--- src/sv/pkfk_pkg.sv ---
// pkfk_pkg: shared types, opcodes and default sizes for the key-join probe.
// Used by every module of the block; has no dependencies.
`default_nettype none

package pkfk_pkg;

	// defaults for the top-level parameters
	localparam int TABLE_ROWS_DEF   = 1024;
	localparam int PAYLOAD_COLS_DEF = 4;
	localparam int KEY_BITS_DEF     = 32;

	// payload columns that exist on the ports
	localparam int IO_COLS = 4;

	typedef logic [1:0] op_t;
	localparam op_t OP_CLEAR = 2'd0;
	localparam op_t OP_LOAD  = 2'd1;
	localparam op_t OP_PROBE = 2'd2;

	typedef struct packed {
		op_t         op;
		logic [31:0] join_key;
		logic        row_dummy;
		logic [31:0] payload_a;
		logic [31:0] payload_b;
		logic [31:0] payload_c;
		logic [31:0] payload_d;
	} item_t;

	typedef struct packed {
		logic [31:0] joined_a;
		logic [31:0] joined_b;
		logic [31:0] joined_c;
		logic [31:0] joined_d;
		logic        any_match;
		logic        out_dummy;
		logic        load_overflow;
	} result_t;

	// controller -> datapath
	typedef struct packed {
		logic clear;   // empty the table
		logic load;    // append the input row (dropped when full)
		logic start;   // latch probe key, clear sums, rewind scan address
		logic issue;   // read one stored row
		logic finish;  // move the sums into the result register
	} cmd_t;

	// datapath -> controller
	typedef struct packed {
		logic issue_done;   // every loaded row has been read
		logic pipe_busy;    // reads still in flight
		logic result_busy;  // result register holds an untaken word
	} status_t;

endpackage

`default_nettype wire

--- src/sv/pkfk_ctrl.sv ---
// pkfk_ctrl: sequencer for clear, load and probe words.
// Depends on pkfk_pkg (cmd_t, status_t, opcodes).
`default_nettype none

module pkfk_ctrl (
	input  wire logic              clk,
	input  wire logic              arst_n,
	input  wire logic              item_valid,
	output logic                   item_ready,
	input  wire pkfk_pkg::op_t     op,
	input  wire logic              result_ready,
	input  wire pkfk_pkg::status_t status,
	output pkfk_pkg::cmd_t         cmd
);

	localparam logic [1:0] ST_IDLE  = 2'd0;
	localparam logic [1:0] ST_SCAN  = 2'd1;
	localparam logic [1:0] ST_DRAIN = 2'd2;

	logic [1:0] state_q;
	logic [1:0] state_d;

	assign item_ready = (state_q == ST_IDLE);

	always_comb begin
		cmd     = '0;
		state_d = state_q;
		unique case (state_q)
			ST_IDLE: begin
				if (item_valid) begin
					unique case (op)
						pkfk_pkg::OP_CLEAR: cmd.clear = 1'b1;
						pkfk_pkg::OP_LOAD:  cmd.load  = 1'b1;
						pkfk_pkg::OP_PROBE: begin
							cmd.start = 1'b1;
							state_d   = ST_SCAN;
						end
						default: ;
					endcase
				end
			end
			ST_SCAN: begin
				if (status.issue_done) begin
					state_d = ST_DRAIN;
				end else begin
					cmd.issue = 1'b1;
				end
			end
			ST_DRAIN: begin
				if (!status.pipe_busy && (!status.result_busy || result_ready)) begin
					cmd.finish = 1'b1;
					state_d    = ST_IDLE;
				end
			end
			default: state_d = ST_IDLE;
		endcase
	end

	always_ff @(posedge clk or negedge arst_n) begin
		if (!arst_n) begin
			state_q <= ST_IDLE;
		end else begin
			state_q <= state_d;
		end
	end

endmodule

`default_nettype wire

--- config.mk ---
export PLATFORM = sky130hd
export DESIGN_NAME = pkfk_ctrl
export DESIGN_NICKNAME = d
export VERILOG_FILES = /design/src/sv/pkfk_pkg.sv /design/src/sv/pkfk_ctrl.sv
export SDC_FILE = /design/constraint.sdc
export NUM_CORES = 1
export LEC_CHECK = 0
export ABC_AREA = 1
export CORE_AREA = 2 2 39 41
export CTS_CLUSTER_SIZE = 40
export DETAILED_ROUTE_END_ITERATION = 7
export DIE_AREA = 0 0 41 43
export DONT_BUFFER_PORTS = 1
export HOLD_SLACK_MARGIN = 0.05
export RECOVER_POWER = 100
export SETUP_SLACK_MARGIN = 0.15
export SLEW_MARGIN = 20
export SYNTH_ARGS = -nofsm -noshare
export SYNTH_HDL_FRONTEND = slang
export SYNTH_SLANG_ARGS = --single-unit
--- constraint.sdc ---
create_clock -name clk -period 2.5 [get_ports clk]
set_clock_uncertainty 0.2 [all_clocks]
set_input_delay 0.25 -clock clk [delete_from_list [all_inputs] [get_ports clk]]
set_output_delay 0.25 -clock clk [all_outputs]
set_load 0.005 [all_outputs]
==> results.toml, run 1 <==
[floorplan]
die_w_um = 41
ios = 15
die_area_um2 = 1760
rows = 14
start_util_pct = 11.2
die_height_um = 43
core_area_um2 = 1380

[layout]
fillers = 168
final_common_cell = "inv_1"
largest_reg_flops = 2
fin_nets = 47
final_cell_mix = "inv_1 (9), nor2_1 (6), dlygate4sd3_1 (6)"
regMostFlops = "state_q"
largest_registers = "state_q x2"
diodes = 0
finalNonFillerCells = 52
seqCellArea_um2 = 50.0
area_growth_syn_to_layout_pct = 64.5
drive_above_1_share_pct = 8.33
fin_util_pct = 18.4
multi_input_area_um2 = 68.8

[min_path]
hp-class = "in -> out"
hold_end = "cmd[3]"
hp-start = "op[0]"
hold_path_depth = 2

[detailed_routing]
drtIter0Drc = 3
ant_nets = 0
firstDrtPassIters = 3
wl_um = 439
routedWlPerCell_um = 8.44
via_per_inst = 3.71
drcViolationCount = 0
vias = 193

[setup_path]
reg2reg_from = "state_q[0]"
crit_arrival_ns = 1.66
rrSetupSlack_ns = 0.81
cp-start-kind = "register"
rr_worst_depth = 4
crit_fanout = 4
worstPathRequired_ns = 2.47
worstSetupEndpointType = "register"
setup.worst_path.class = "reg -> reg"
r2r_end = "state_q[0]"

[synthesis]
synth_compound_area_share_pct = 0
yosysSeqAreaShare_pct = 32.3
synthAdderAreaFrac_pct = 0
syn_nets = 36
synth_top_area_cell = "dfrtp_1"
syn_area_per_cell_um2 = 5.75
synth_top_family_by_area = "simple AND/OR/NAND/NOR gates"
synth_cells = 27
synth_top_area_share_pct = 32.3
synth.ff_latch_count = 2
yosys.area_share.simple_pct = 46.0
synth.distinct_cells = 7
synthXorXnorAreaFrac_pct = 0
synth_area_um2 = 155
synth_area_leaders = "dfrtp_1 (32%), inv_1 (22%), nand3_1 (13%), nand2_1 (12%), nor2_1 (12%)"
yosysWarnings = 0
synthMuxAreaShare_pct = 0

[clocking]
tritoncts = "done"
h-tree-depth = 1
clkLatencyLatePin_ns = 0.23
ctsResizeCount = 0
cts.clk_slew.worst_paths_ns = 0.04
cts_buffer_depth = 2
cts_sinks = 2
cts_root_buffer = "clkbuf_4"
cts_made_buffers = 3

[pwr]
power.leakage_nw = 0.155
power_mw = 0.150
ir_worst_vdd_mv = 0.225
p_per_area_nw_per_um2 = 588

[timing]
fmax_mhz = 590
slew_headroom_pct = 82.7
worstMarginPinSlew_ns = 0.259
drv_slew = 0
setup_viol = 0
min_period_ns = 1.69
hold_viol = 0
setup_tns_ns = 0
setup_ws_ns = 0.806
period_share_pct = 67.7
rsz0062_at_grt = "false"

[run]
max_cap_viol_count = 0

[global_route]
grt.total_usage_pct = 5.61
grt_max_degree = 5
antenna_found_initial = 0
grt_pass1_wl_um = 614
globalRouteOverflowTotal = 0
grt_pass1_vias = 183

[place]
pre_cts_slack_ns = 1.24
numPlacedInstances = 43
globalplace.congestion = 0.662
io_buffers = 0

[status]
outcome = "complete, no violations"
## cell usage after synthesis, drive strengths merged
cell type  number
nor2            6
inv             9
dfrtp           2
nand3           4
nand3b          1
nand2           5
## worst max-delay path: stages (launching register included)
cell and delay (ns):
dfrtp_1 0.40, nor2_1 0.25, nand3_1 0.14, dlygate4sd3_1 0.58
nand2_1 0.07
## how the worst max path moves through the flow
stage | slack (ns) | startpoint | cells past startpoint | to
after floorplan | 1.32 | state_q[0] | 3 | cmd[3]
after global placement | 1.27 | state_q[0] | 3 | cmd[4]
after detailed placement | 1.24 | state_q[0] | 3 | cmd[2]
after CTS | 0.87 | state_q[0] | 4 | state_q[0]
after global routing | 0.69 | state_q[0] | 4 | state_q[0]
final | 0.81 | state_q[0] | 4 | state_q[0]
## cell type report
class                           instances  share of cell area, %
Multi-Input combinational cell         16                   27.0
Timing Repair Buffer                    6                   23.5
Sequential cell                         2                   19.6
Inverter                                9                   13.2
Clock buffer                            3                   8.82
Tap cell                               16                   7.84
## metal layers
| metal | routed length, um | up-vias | global-route usage (%) |
|---|---|---|---|
| met5 | 0 | - | 0 |
| met4 | 0 | 0 | 6.00 |
| met3 | 46 | 0 | 0 |
| met2 | 209 | 15 | 9.69 |
| met1 | 183 | 82 | 5.11 |
| li1 | - | 96 | - |
## through the flow
step                      hold slack, ns  cell area (um^2)
after floorplan                   -0.246               155
after global placement            -0.246               175
after detailed placement          -0.246               175
after CTS                          0.406               258
after global routing               0.426               255
final                              0.405               255
## cells by family after synthesis
logic type / Yosys count
simple gates: 16
flops: 2
buf+inv: 9
## repair_timing
action	4_1_cts	5_1_grt
setup buffers	0	0
hold endpoints to repair	4	0
hold buffers	6	0
## power by group
part	switching (mW)	internal (mW)	leakage, nW
sequential	0.00296	0.0368	0.0268
combinational	0.0186	0.0153	0.114
clock	0.0229	0.0534	0.0138
total	0.0444	0.106	0.155
Power figures use the tool's default switching activity.
==> run 2, diff against run 1 <==
==> constraint.sdc (replaced) <==
create_clock -name clk -period 1.8 [get_ports clk]
set_clock_uncertainty 0.2 [all_clocks]
set_input_delay 0.18 -clock clk [delete_from_list [all_inputs] [get_ports clk]]
set_output_delay 0.18 -clock clk [all_outputs]
set_load 0.005 [all_outputs]
==> run 2 against run 1 <==
Against the previous run: worst hold slack worse by 0.14 ns; global-route usage is 0.91 points higher; non-clock buffer count stayed put; register-to-register slack worse by 0.58 ns; combinational power is 46% higher; via count is 0.52% lower; sequential power is 46% higher; cell count stayed put; sequential share of layout area is 0.56 points lower; critical path type unchanged; critical endpoint unchanged; largest power group unchanged.
==> results.toml, run 2 (synthesis gave the netlist of run 1 again) <==
[status]
outcome = "complete, no violations"

[detailed_routing]
drcViolationCount = 0
via_per_inst = 3.69
ant_nets = 0
drtIter0Drc = 5
firstDrtPassIters = 4
wl_um = 420
vias = 192
routedWlPerCell_um = 8.08

[place]
io_buffers = 0
hpwl_um = 310
globalplace.congestion = 0.644
place_area_um2 = 175

[setup_path]
cp_top_family = "buffers and inverters"
crit_fanout = 4
crit_buf_inv = 1
rr_worst_depth = 4
endpoint = "state_q[0]"
worstPathRequired_ns = 1.76
reg2reg_from = "state_q[0]"
setup.worst_path.class = "reg -> reg"
max_stage_delay_ns = 0.57
r2r_end = "state_q[0]"
worstSetupEndpointType = "register"
startpoint = "state_q[0]"
rrSetupSlack_ns = 0.23
cp.depth = 4
cpMaxStageDelayCell = "dlygate4sd3_1"
crit_chain = "nor2_4 -> nand3_1 -> dlygate4sd3_1 -> nand2_1"
cp-start-kind = "register"
crit_arrival_ns = 1.53

[pwr]
swShare_pct = 28.8
power_mw = 0.209
p_comb_share_pct = 23.7
p_clk_share_pct = 48.4
netSwitchingPower_mw = 0.0601
internal-power_mw = 0.149
seqPwrFrac_pct = 27.9
p_per_area_nw_per_um2 = 795
power.leakage_nw = 0.157
ir_worst_vdd_mv = 0.258

[global_route]
grt.total_usage_pct = 6.52
grt_max_degree = 5
globalRouteOverflowTotal = 0
antenna_found_initial = 0
grt_pass1_wl_um = 607
grt_pass1_vias = 166

[floorplan]
start_util_pct = 11.2
rows = 14
die_area_um2 = 1760
ios = 15
die_height_um = 43
die_w_um = 41
core_area_um2 = 1380

[layout]
regMostFlops = "state_q"
largest_registers = "state_q x2"
diodes = 0
largest_reg_flops = 2
drive_above_1_share_pct = 11.1
fin_area_um2 = 263
area_growth_syn_to_layout_pct = 69.4
fillers = 165
final_cell_mix = "inv_1 (9), dlygate4sd3_1 (6), nor2_1 (5), nand2_1 (5), nand3_1 (4)"
final_common_cell = "inv_1"
fin_util_pct = 19.0
fin_nets = 47

[timing]
drv_slew = 0
setup_tns_ns = 0
setup_viol = 0
rsz0062_at_grt = "false"
worstMarginPinSlew_ns = 0.170
hold_viol = 0
period_share_pct = 87.3
fmax_mhz = 636
slew_headroom_pct = 88.7
min_period_ns = 1.57
hold_ws_ns = 0.263

[clocking]
cts.clk_slew.worst_paths_ns = 0.03
cts_buffer_depth = 2
cts_made_buffers = 3
cts_root_buffer = "clkbuf_4"
clkLatencyLatePin_ns = 0.23
h-tree-depth = 1
tritoncts = "done"
cts_sinks = 2

[run]
max_cap_viol_count = 0

[min_path]
hp-class = "in -> out"
-- run 2: cell types whose count changed in the layout (fill, tap and decap cells not counted) --
cell | before | now
nor2_4 | 0 | 1
nor2_1 | 6 | 5
-- run 2: repair_timing --
| item | 4_1_cts | 5_1_grt |
|---|---|---|
| setup buffers | 0 | 0 |
| gates resized for setup | 0 | 1 |
| hold buffers | 6 | 0 |
| endpoints found under the hold margin | 4 | 0 |
| endpoints found under the setup margin | 0 | 1 |
-- run 2: area by class of cell --
| cell class | instances | area (um^2) | area share [%] |
|---|---|---|---|
| Multi-Input combinational cell | 16 | 76.3 | 29.0 |
| Timing Repair Buffer | 6 | 60.1 | 22.9 |
| Sequential cell | 2 | 50.0 | 19.0 |
| Inverter | 9 | 33.8 | 12.9 |
| Clock buffer | 3 | 22.5 | 8.57 |
| Tap cell | 16 | 20.0 | 7.62 |
-- run 2: worst register-to-register path, cell delays in order, from the launching register on --
cell and delay, ns:
dfrtp_1 0.41, nor2_4 0.16, nand3_1 0.11, dlygate4sd3_1 0.57, nand2_1 0.06
-- run 2: power groups by stage --
stage | Sequential (mW) | Combinational, mW | Clock (mW)
6_report | 0.0582 | 0.0495 | 0.101
4_1_cts | 0.0563 | 0.0473 | 0.106
2_1_floorplan | 0.0559 | 0.0281 | 0
5_1_grt | 0.0594 | 0.0584 | 0.118
3_3_place_gp | 0.0563 | 0.0321 | 0
3_5_place_dp | 0.0568 | 0.0330 | 0
-- run 2: per-stage QoR --
| stage | instances | setup WS (ns) |
|---|---|---|
| floorplan | 27 | 0.694 |
| global placement | 43 | 0.654 |
| detailed placement | 43 | 0.640 |
| CTS | 52 | 0.205 |
| global route | 52 | 0.153 |
| finish | 52 | 0.229 |
-- run 2: worst min-delay path by stage --
stage                    start         end  slack (ns)  cells after the start
floorplan               arst_n  state_q[0]       -0.32                      0
CTS                 item_valid      cmd[4]        0.26                      2
global placement        arst_n  state_q[1]       -0.32                      0
finish              item_valid      cmd[4]        0.26                      2
detailed placement      arst_n  state_q[0]       -0.32                      0
global route        item_valid      cmd[4]        0.28                      2
-- run 2: per-layer routing --
layer	GRT usage [%]	vias up	share of wire, %
met5	0	-	0
met4	8.00	0	2.9
met3	7.85	2	16
met2	6.25	17	32
met1	5.77	76	48
li1	-	97	-
